`src/rtl/mbet_pkg.sv`:
```
// Shared types and constants for the Mandelbrot escape-time block.
// No dependencies; imported by the pixel mapper and the top level.
package mbet_pkg;

    // Fixed field widths of the configuration and result ports.
    localparam int ITER_W = 16;
    localparam int STEP_W = 28;
    localparam int CFG_DW = 28;
    localparam int CFG_IW = 2;

    typedef logic [CFG_IW-1:0] t_cfg_idx;
    typedef logic [STEP_W-1:0] t_step;
    typedef logic [ITER_W-1:0] t_iter;

    // Configuration register indexes.
    localparam t_cfg_idx REG_BASE_COL   = 2'd0;
    localparam t_cfg_idx REG_BASE_ROW   = 2'd1;
    localparam t_cfg_idx REG_PIXEL_STEP = 2'd2;
    localparam t_cfg_idx REG_MAX_ITER   = 2'd3;

    // Register reset values.
    localparam int    BASE_COL_RST = 800;
    localparam int    BASE_ROW_RST = 400;
    localparam t_step STEP_RST     = 28'd671089;
    localparam t_iter ITER_RST     = 16'd16000;

    // Escape radius squared, in integer units.
    localparam int ESC_LIMIT = 4;

endpackage

```
`src/rtl/mandelbrot_escape_time.sv`:
```
// Mandelbrot escape-time unit: one pixel per request, results as single-cycle strobes.
// Depends on mbet_pkg, mbet_cmap and mbet_qmul.
//
// A request is taken when start is high and busy is low; busy then stays high
// until the result is strobed on o_done for one cycle, which the receiver must
// take as it comes. The pixel is first mapped to c, then each iteration forms
// three products (re*im, re*re, im*im) on one shared multiplier, which works
// through the digit pairs of its operands, ND being the number of digits of at
// most 32 bits in a FRAC_BITS+4 bit operand. A point inside the set runs all
// max_iter iterations. No new request is taken until the result is strobed,
// as the one shared multiplier serves a single pixel at a time.
module mandelbrot_escape_time
    import mbet_pkg::*;
#(
    parameter int FRAC_BITS  = 28,
    parameter int COORD_BITS = 12
) (
    input  logic                  i_clk,
    input  logic                  i_rst_n,
    input  logic                  i_cfg_we,
    input  t_cfg_idx              i_cfg_idx,
    input  logic [CFG_DW-1:0]     i_cfg_data,
    input  logic                  start,
    output logic                  busy,
    input  logic [COORD_BITS-1:0] i_col,
    input  logic [COORD_BITS-1:0] i_row,
    output logic                  o_done,
    output logic [ITER_W-1:0]     o_escape_count,
    output logic                  o_inside_res
);

    localparam int W  = FRAC_BITS + 4;
    localparam int EW = W + 2;

    localparam logic [2:0] S_IDLE = 3'd0;
    localparam logic [2:0] S_CMAP = 3'd1;
    localparam logic [2:0] S_RI   = 3'd2;
    localparam logic [2:0] S_RR   = 3'd3;
    localparam logic [2:0] S_II   = 3'd4;

    localparam logic [W:0] ESC_Q = (W + 1)'(ESC_LIMIT) << FRAC_BITS;
    localparam logic signed [EW-1:0] Q_HI = (EW'(1) <<< (W - 1)) - EW'(1);
    localparam logic signed [EW-1:0] Q_LO = -(EW'(1) <<< (W - 1));

    logic [2:0]             r_state;
    logic [2:0]             n_state;
    logic                   r_pend;
    logic [COORD_BITS-1:0]  r_base_col;
    logic [COORD_BITS-1:0]  r_base_row;
    t_step                  r_pixel_step;
    t_iter                  r_max_iter;
    logic signed [W-1:0]    r_re;
    logic signed [W-1:0]    r_im;
    logic [W-1:0]           r_rr;
    logic [W-1:0]           r_ii;
    t_iter                  r_k;
    logic                   r_done;
    t_iter                  r_count;
    logic                   r_inside;

    logic                   w_accept;
    logic                   w_cm_done;
    logic signed [W-1:0]    w_c_re;
    logic signed [W-1:0]    w_c_im;
    logic                   w_mul_start;
    logic                   w_mul_done;
    logic [W-1:0]           w_mul_a;
    logic [W-1:0]           w_mul_b;
    logic [W-1:0]           w_prod;
    logic [W-1:0]           w_mag_re;
    logic [W-1:0]           w_mag_im;
    logic signed [EW-1:0]   w_ri_m;
    logic signed [EW-1:0]   w_ri;
    logic signed [EW-1:0]   w_sum_re;
    logic signed [EW-1:0]   w_sum_im;
    logic signed [W-1:0]    w_new_re;
    logic signed [W-1:0]    w_new_im;
    logic [W:0]             w_m2;
    logic                   w_esc;
    logic                   w_last_k;
    logic                   w_finish;

    // Clamp a widened sum back to the Q4 range.
    function automatic logic signed [W-1:0] sat_q(input logic signed [EW-1:0] v);
        if (v > Q_HI) begin
            return Q_HI[W-1:0];
        end else if (v < Q_LO) begin
            return Q_LO[W-1:0];
        end
        return v[W-1:0];
    endfunction

    // Configuration registers.
    always_ff @(posedge i_clk) begin
        if (!i_rst_n) begin
            r_base_col   <= COORD_BITS'(BASE_COL_RST);
            r_base_row   <= COORD_BITS'(BASE_ROW_RST);
            r_pixel_step <= STEP_RST;
            r_max_iter   <= ITER_RST;
        end else if (i_cfg_we) begin
            unique case (i_cfg_idx)
                REG_BASE_COL:   r_base_col   <= i_cfg_data[COORD_BITS-1:0];
                REG_BASE_ROW:   r_base_row   <= i_cfg_data[COORD_BITS-1:0];
                REG_PIXEL_STEP: r_pixel_step <= i_cfg_data[STEP_W-1:0];
                REG_MAX_ITER:   r_max_iter   <= i_cfg_data[ITER_W-1:0];
                default: ;
            endcase
        end
    end

    assign busy     = (r_state != S_IDLE);
    assign w_accept = start & ~busy;

    // Pixel-to-plane mapping.
    mbet_cmap #(
        .FRAC_BITS  (FRAC_BITS),
        .COORD_BITS (COORD_BITS)
    ) u_cmap (
        .i_clk      (i_clk),
        .i_rst_n    (i_rst_n),
        .i_start    (w_accept),
        .i_col      (i_col),
        .i_row      (i_row),
        .i_base_col (r_base_col),
        .i_base_row (r_base_row),
        .i_step     (r_pixel_step),
        .o_done     (w_cm_done),
        .o_c_re     (w_c_re),
        .o_c_im     (w_c_im)
    );

    // Operand selection for the shared multiplier; z holds still during a product.
    assign w_mag_re    = r_re[W-1] ? W'(-r_re) : W'(r_re);
    assign w_mag_im    = r_im[W-1] ? W'(-r_im) : W'(r_im);
    assign w_mul_a     = (r_state == S_II) ? w_mag_im : w_mag_re;
    assign w_mul_b     = (r_state == S_RR) ? w_mag_re : w_mag_im;
    assign w_mul_start = !r_pend && ((r_state == S_RI) || (r_state == S_RR)
                                     || (r_state == S_II));

    mbet_qmul #(
        .FRAC_BITS (FRAC_BITS)
    ) u_qmul (
        .i_clk   (i_clk),
        .i_rst_n (i_rst_n),
        .i_start (w_mul_start),
        .i_a     (w_mul_a),
        .i_b     (w_mul_b),
        .o_done  (w_mul_done),
        .o_prod  (w_prod)
    );

    // Next iterate from the stored squares and the signed cross product.
    assign w_ri_m   = $signed(EW'(w_prod));
    assign w_ri     = (r_re[W-1] ^ r_im[W-1]) ? -w_ri_m : w_ri_m;
    assign w_sum_re = $signed(EW'(r_rr)) - $signed(EW'(r_ii)) + EW'(w_c_re);
    assign w_sum_im = (w_ri <<< 1) + EW'(w_c_im);
    assign w_new_re = sat_q(w_sum_re);
    assign w_new_im = sat_q(w_sum_im);

    // Escape test on the squares of the new iterate, and the iteration limit.
    assign w_m2     = (W + 1)'(r_rr) + (W + 1)'(w_prod);
    assign w_esc    = (w_m2 > ESC_Q);
    assign w_last_k = ((ITER_W + 1)'(r_k) + (ITER_W + 1)'(1)) == (ITER_W + 1)'(r_max_iter);
    assign w_finish = ((r_state == S_CMAP) && w_cm_done && (r_max_iter == '0))
                   || ((r_state == S_II) && w_mul_done && (w_esc || w_last_k));

    // Sequencer next state.
    always_comb begin
        n_state = r_state;
        unique case (r_state)
            S_IDLE: if (w_accept) begin
                n_state = S_CMAP;
            end
            S_CMAP: if (w_cm_done) begin
                n_state = (r_max_iter == '0) ? S_IDLE : S_RI;
            end
            S_RI: if (w_mul_done) begin
                n_state = S_RR;
            end
            S_RR: if (w_mul_done) begin
                n_state = S_II;
            end
            S_II: if (w_mul_done) begin
                n_state = (w_esc || w_last_k) ? S_IDLE : S_RI;
            end
            default: n_state = S_IDLE;
        endcase
    end

    // Control state.
    always_ff @(posedge i_clk) begin
        if (!i_rst_n) begin
            r_state <= S_IDLE;
            r_pend  <= 1'b0;
            r_done  <= 1'b0;
        end else begin
            r_state <= n_state;
            r_done  <= w_finish;
            if (w_mul_start) begin
                r_pend <= 1'b1;
            end else if (w_mul_done) begin
                r_pend <= 1'b0;
            end
        end
    end

    // Iterate, squares, counter and result.
    always_ff @(posedge i_clk) begin
        unique case (r_state)
            S_CMAP: if (w_cm_done) begin
                r_re     <= '0;
                r_im     <= '0;
                r_rr     <= '0;
                r_ii     <= '0;
                r_k      <= '0;
                r_count  <= '0;
                r_inside <= 1'b1;
            end
            S_RI: if (w_mul_done) begin
                r_re <= w_new_re;
                r_im <= w_new_im;
            end
            S_RR: if (w_mul_done) begin
                r_rr <= w_prod;
            end
            S_II: if (w_mul_done) begin
                r_ii <= w_prod;
                if (w_esc) begin
                    r_count  <= r_k;
                    r_inside <= 1'b0;
                end else if (w_last_k) begin
                    r_count  <= r_max_iter;
                    r_inside <= 1'b1;
                end else begin
                    r_k <= r_k + 1'b1;
                end
            end
            default: ;
        endcase
    end

    assign o_done         = r_done;
    assign o_escape_count = r_count;
    assign o_inside_res   = r_inside;

`ifndef SYNTHESIS
    // A result is only strobed once the unit has gone idle.
    a_done_idle: assert property (@(posedge i_clk) disable iff (!i_rst_n)
        o_done |-> !busy)
        else $error("result strobed while busy");

    // A taken request always makes the unit busy.
    a_accept_busy: assert property (@(posedge i_clk) disable iff (!i_rst_n)
        (start && !busy) |=> busy)
        else $error("request taken but unit not busy");

    // An inside point reports the full iteration limit.
    a_inside_count: assert property (@(posedge i_clk) disable iff (!i_rst_n)
        (o_done && o_inside_res) |-> (o_escape_count == r_max_iter))
        else $error("inside result with wrong count");

    // An escaped point reports a count below the limit.
    a_escape_count: assert property (@(posedge i_clk) disable iff (!i_rst_n)
        (o_done && !o_inside_res) |-> (o_escape_count < r_max_iter))
        else $error("escape count not below limit");
`endif

endmodule

```
`src/rtl/mbet_qmul.sv`:
```
// Shared fixed-point magnitude multiplier: exact product, truncated to
// FRAC_BITS fraction bits and clamped to 8. No package dependencies.
module mbet_qmul #(
    parameter int FRAC_BITS = 28
) (
    input  logic                 i_clk,
    input  logic                 i_rst_n,
    input  logic                 i_start,
    input  logic [FRAC_BITS+3:0] i_a,
    input  logic [FRAC_BITS+3:0] i_b,
    output logic                 o_done,
    output logic [FRAC_BITS+3:0] o_prod
);

    // Operands are split into ND digits of at most 32 bits each.
    localparam int MW = FRAC_BITS + 4;
    localparam int ND = (MW + 31) / 32;
    localparam int DW = (MW + ND - 1) / ND;
    localparam int PW = ND * DW;
    localparam int AW = 2 * PW;
    localparam int IW = (ND > 1) ? $clog2(ND) : 1;
    localparam logic [AW-1:0] QMAX = AW'(1) << (MW - 1);

    logic          r_act;
    logic          r_done;
    logic [IW-1:0] r_ia;
    logic [IW-1:0] r_ib;
    logic [IW-1:0] n_ia;
    logic [IW-1:0] n_ib;
    logic [IW-1:0] w_ia;
    logic [IW-1:0] w_ib;
    logic          w_go;
    logic          w_last;
    logic [PW-1:0] w_ap;
    logic [PW-1:0] w_bp;
    logic [DW-1:0] w_ad;
    logic [DW-1:0] w_bd;
    logic [2*DW-1:0] w_pp;
    logic [AW-1:0] w_pps;
    logic [AW-1:0] r_acc;
    logic [AW-1:0] n_acc;
    logic [AW-1:0] w_trunc;

    // Digit indexes restart at zero on every new request.
    assign w_go   = i_start | r_act;
    assign w_ia   = i_start ? '0 : r_ia;
    assign w_ib   = i_start ? '0 : r_ib;
    assign w_last = (w_ia == IW'(ND - 1)) && (w_ib == IW'(ND - 1));

    // One digit-by-digit partial product per cycle, shifted into place.
    assign w_ap  = PW'(i_a);
    assign w_bp  = PW'(i_b);
    assign w_ad  = w_ap[DW*int'(w_ia) +: DW];
    assign w_bd  = w_bp[DW*int'(w_ib) +: DW];
    assign w_pp  = w_ad * w_bd;
    assign w_pps = AW'(w_pp) << (DW * (int'(w_ia) + int'(w_ib)));
    assign n_acc = (i_start ? '0 : r_acc) + w_pps;

    // Step through the digit pairs, inner index first.
    always_comb begin
        n_ia = w_ia + 1'b1;
        n_ib = w_ib;
        if (w_ia == IW'(ND - 1)) begin
            n_ia = '0;
            n_ib = w_ib + 1'b1;
        end
        if (w_last) begin
            n_ib = '0;
        end
    end

    always_ff @(posedge i_clk) begin
        if (!i_rst_n) begin
            r_act  <= 1'b0;
            r_done <= 1'b0;
            r_ia   <= '0;
            r_ib   <= '0;
        end else begin
            r_done <= w_go & w_last;
            r_act  <= w_go & ~w_last;
            if (w_go) begin
                r_ia <= n_ia;
                r_ib <= n_ib;
            end
        end
    end

    // Product accumulator.
    always_ff @(posedge i_clk) begin
        if (w_go) begin
            r_acc <= n_acc;
        end
    end

    // Truncate to the fixed-point grid and clamp the magnitude to 8.
    assign w_trunc = r_acc >> FRAC_BITS;
    assign o_prod  = (w_trunc > QMAX) ? QMAX[MW-1:0] : w_trunc[MW-1:0];
    assign o_done  = r_done;

endmodule

```
`src/rtl/mbet_cmap.sv`:
```
// Pixel-to-plane mapper: forms c_re and then c_im with one multiplier.
// Depends on mbet_pkg for the step width.
module mbet_cmap
    import mbet_pkg::*;
#(
    parameter int FRAC_BITS  = 28,
    parameter int COORD_BITS = 12
) (
    input  logic                        i_clk,
    input  logic                        i_rst_n,
    input  logic                        i_start,
    input  logic [COORD_BITS-1:0]       i_col,
    input  logic [COORD_BITS-1:0]       i_row,
    input  logic [COORD_BITS-1:0]       i_base_col,
    input  logic [COORD_BITS-1:0]       i_base_row,
    input  t_step                       i_step,
    output logic                        o_done,
    output logic signed [FRAC_BITS+3:0] o_c_re,
    output logic signed [FRAC_BITS+3:0] o_c_im
);

    localparam int W   = FRAC_BITS + 4;
    localparam int DFW = COORD_BITS + 1;
    localparam int PW  = DFW + STEP_W + 1;
    localparam int XW  = ((PW > W) ? PW : W) + 1;
    localparam logic signed [XW-1:0] C_HI = (XW'(1) <<< (W - 1)) - XW'(1);
    localparam logic signed [XW-1:0] C_LO = -(XW'(1) <<< (W - 1));

    logic                   r_ph;
    logic                   r_done;
    logic [COORD_BITS-1:0]  r_row;
    logic signed [DFW-1:0]  w_diff;
    logic signed [PW-1:0]   w_prod;
    logic signed [XW-1:0]   w_px;
    logic signed [W-1:0]    w_sat;
    logic signed [W-1:0]    r_c_re;
    logic signed [W-1:0]    r_c_im;

    // The column is mapped first, then the latched row.
    assign w_diff = r_ph ? ($signed({1'b0, i_base_row}) - $signed({1'b0, r_row}))
                         : ($signed({1'b0, i_col}) - $signed({1'b0, i_base_col}));
    assign w_prod = w_diff * $signed({1'b0, i_step});
    assign w_px   = XW'(w_prod);

    // Saturate to the Q4 range.
    always_comb begin
        if (w_px > C_HI) begin
            w_sat = C_HI[W-1:0];
        end else if (w_px < C_LO) begin
            w_sat = C_LO[W-1:0];
        end else begin
            w_sat = w_px[W-1:0];
        end
    end

    always_ff @(posedge i_clk) begin
        if (!i_rst_n) begin
            r_ph   <= 1'b0;
            r_done <= 1'b0;
        end else begin
            r_ph   <= i_start;
            r_done <= r_ph;
        end
    end

    always_ff @(posedge i_clk) begin
        if (i_start) begin
            r_row  <= i_row;
            r_c_re <= w_sat;
        end
        if (r_ph) begin
            r_c_im <= w_sat;
        end
    end

    assign o_done = r_done;
    assign o_c_re = r_c_re;
    assign o_c_im = r_c_im;

endmodule
```
`config.mk`:
```
export PLATFORM = sky130hd
export DESIGN_NAME = mandelbrot_escape_time
export DESIGN_NICKNAME = d
export VERILOG_FILES = /design/src/rtl/mbet_pkg.sv /design/src/rtl/mandelbrot_escape_time.sv /design/src/rtl/mbet_qmul.sv /design/src/rtl/mbet_cmap.sv
export SDC_FILE = /design/constraint.sdc
export NUM_CORES = 2
export LEC_CHECK = 0
export BUFFER_PORTS_ARGS = -buffer_cell sky130_fd_sc_hd__buf_2
export CORE_ASPECT_RATIO = 0.5
export CORE_MARGIN = 2
export CORE_UTILIZATION = 35
export CTS_BUF_LIST = sky130_fd_sc_hd__clkbuf_8
export CTS_CLUSTER_DIAMETER = 150
export DETAILED_ROUTE_END_ITERATION = 8
export SLEW_MARGIN = 30
export SYNTH_ARGS = -nofsm -noshare
export SYNTH_HDL_FRONTEND = slang
export SYNTH_SLANG_ARGS = --single-unit
```
`constraint.sdc`:
```
create_clock -name i_clk -period 14.95 [get_ports i_clk]
set_input_delay 0.7475 -clock i_clk [delete_from_list [all_inputs] [get_ports i_clk]]
set_output_delay 0.7475 -clock i_clk [all_outputs]
set_load 0.1 [all_outputs]
```
==> impl_metrics.yaml <==
synth:
  synth_area_per_cell_um2: 8.70
  synthTopCellsByArea: "fa_1 33%, edfxtp_1 12%, ha_1 10%"
  synth_nets: 10253
  synth_flop_cell: "edfxtp_1"
  synth_edf_count: 301
  yosysWarnings: 0
  syn_area_um2: 73100
  ys_types: 91
  ys_async_sr_fraction_pct: 0
  synth_top_cell_by_area: "fa_1"
  synth_cells: 8396
  seq_area_frac_synth_pct: 14.5
  netlist.area_leader.share_pct: 32.6
  ys_ff_latch: 378
layout:
  multiInputGateArea_um2: 56200
  synthToLayoutAreaGrowth_pct: 7.63
  fillers: 21200
  ff_latch_area_um2: 10600
  drive_above_1_share_pct: 5.72
  nets: 10174
clocking:
  root_buffer: "clkbuf_8"
  clock-sinks: 378
  ctsResizeCount: 0
  cts-buffers-inserted: 71
  htree_num_levels: 3
  clock_path_buffers: 3
  clkLatencyLatePin_ps: 750
  hold_buffers: 0
  cts_tree: "done"
  post_cts_buffers: 0
  clk_pin_slew_ps: 70
floorplanning:
  die_x_um: 650
  ios: 77
  start_util_pct: 35.3
  rows: 118
  die_area_um2: 213000
  die-height_um: 327
  coreArea_um2: 207000
global_route:
  grt_first_pass_wirelength_um: 379000
  overflow: 0
  grt_pass1_vias: 60733
  grt_usage_pct: 23.3
  grt_max_degree: 67
  antenna_found_initial: 5
setup_path:
  reg2reg_from: "r_re[5]$_SDFFCE_PP0P_"
  cp.required_ps: 15400
  r2r_slack_ps: 900
  startpoint: "r_re[5]$_SDFFCE_PP0P_"
  endpoint_kind: "register"
  slowest_stage: "o21ai_2"
  r2r-end: "u_qmul.r_acc[57]$_DFFE_PN_"
  setup.worst_path.class: "reg -> reg"
  slowest_delay_ps: 810
  critPathArrivalTime_ps: 14500
  cp_max_fo: 11
  worst-r2r-cell-count: 40
  crit_path_start_kind: "register"
  crit_top_cell: "fa_1"
sta:
  worst_slew_pin_slew_ps: 1090
  rsz0062_at_grt: "false"
  period_share_pct: 94.0
  hold_viol: 0
  setup_viol: 0
  tns_ps: 0
  fin_skew_ps: 53.3
  slew_viol_final: 0
  min_period_ps: 14050
  relSlewSlack_pct: 27.0
  timing.fmax_mhz: 71.2
min_path:
  worst_hold_path_type: "in -> reg"
  holdPathEnd: "u_cmap.r_row[7]$_DFFE_PP_"
  hold_depth: 1
  hp-start: "i_row[7]"
routing:
  ant_nets: 0
  wl_um: 247000
  wl_met2_um: 108000
  drt_iter0_markers: 5498
  vias: 59949
  drcViolationCount: 0
  firstDrtPassIters: 8
  wl_met3_um: 22200
  wl_met1_um: 106000
  wire_per_inst_um: 22.2
  avgViaCountPerCell: 5.38
  dr.max_layer_used: "met4"
placed_design:
  portBuffers: 76
  dp_hpwl_um: 194000
  place_congestion: 0.986
status:
  status: "complete, no violations"
run:
  cap_violations: 0
-- area by class of cell --
type	instances	area share [%]
clock inverters	51	0.570
clock buffers	80	1.40
inverters	1360	6.49
repair buffers	256	2.23
diodes	3	0.00954
flip-flops and latches	378	13.5
multi-input cells	6250	71.5
well taps	2760	4.39
-- cells in the final DEF, fill, tap and decap left out, types with 20 or more instances in the layout --
cell	instances
dfxtp_1	76
nand3b_1	24
edfxtp_1	301
nand4_1	42
o21ai_1	27
nand2_1	1156
and3_1	31
o21ai_0	299
xor2_1	154
o21a_1	90
buf_4	177
nor2b_1	113
fa_1	1189
nand3_1	119
or3_1	35
ha_1	609
o21bai_1	39
xnor2_1	208
a211oi_1	21
a21oi_1	325
nand2b_1	85
nor3_1	52
clkbuf_8	80
o31ai_1	31
a21boi_0	66
nor4_1	46
and4_1	30
a31oi_1	27
nor2_1	730
o22ai_1	24
nor4b_1	20
o21ai_2	21
buf_2	76
inv_1	1372
o211ai_1	31
and2_1	165
a21o_1	130
-- metal layers --
layer	vias to the layer above	GRT usage (%)
met2	2568	36.6
met3	460	4.43
met5	-	0
met1	30090	32.1
li1	26831	-
met4	0	8.77
-- metrics by stage --
step           std cells  util [%]  worst slack, ps  hold slack (ps)  area, um^2
2_1_floorplan       8396         -             2580              443       73100
3_3_place_gp       11002      37.1             1160              452       77000
3_5_place_dp       11004      37.2              979              460       77100
4_1_cts            11135      37.9              868              111       78600
5_1_grt            11136      37.9              152              113       78600
6_report           11138      37.9              902              171       78700
-- cell families (layout without fill, tap and decap cells) --
logic type	after synthesis	after routing	share of synthesized area (%)
other cells	1	4	0.00513
fa+ha+maj	1799	1799	43.0
xor+xnor	363	363	4.35
buf+inv	1768	1747	9.14
simple gates	2747	2747	17.3
compound gates	1324	1324	11.5
mux	16	16	0.228
flops	378	378	14.5
-- worst max-delay path by stage --
| stage | to | slack (ps) |
|---|---|---|
| floorplan | u_qmul.r_acc[63]$_DFFE_PN_ | 2580 |
| global placement | u_qmul.r_acc[63]$_DFFE_PN_ | 1160 |
| detailed placement | u_qmul.r_acc[57]$_DFFE_PN_ | 980 |
| CTS | u_qmul.r_acc[57]$_DFFE_PN_ | 870 |
| global route | u_qmul.r_acc[57]$_DFFE_PN_ | 150 |
| finish | u_qmul.r_acc[57]$_DFFE_PN_ | 900 |
-- worst max-delay path: cells and delay by family, from the launching register on --
family                     cells  cell delay [ps]
buffers and inverters          3              470
AOI/OAI and AO/OA             16             5380
DFF                            1              430
and+or+nand+nor                8             2140
adders and majority gates     10             4790
xor gates and xnor gates       3              540
-- sequential cells by signal (all words and copies together), names as in the netlist, 3 cells and up --
signal / flops
u_cmap.o_c_im: 32
u_cmap.o_c_re: 32
r_im: 32
u_qmul.r_acc: 64
r_rr: 32
r_ii: 32
r_k: 16
o_escape_count: 16
r_base_row: 12
r_re: 32
r_state: 3
u_cmap.r_row: 12
r_pixel_step: 28
r_max_iter: 16
r_base_col: 12
-- Yosys cell counts (42+ instances only) --
cell type / number
nor4_1: 46
o21a_1: 99
a21o_1: 130
inv_1: 1360
o21ai_0: 315
clkbuf_1: 376
xor2_1: 154
xnor2_1: 209
nand2_1: 1159
nand2b_1: 85
ha_1: 610
and2_1: 166
nor3_1: 52
dfxtp_1: 77
nand4_1: 42
nor2b_1: 113
nor2_1: 734
fa_1: 1189
edfxtp_1: 301
a21oi_1: 339
nand3_1: 120
a21boi_0: 66
Power is not shown: default switching activity piles up to over one toggle a cycle in this logic, so the estimate is an artifact.
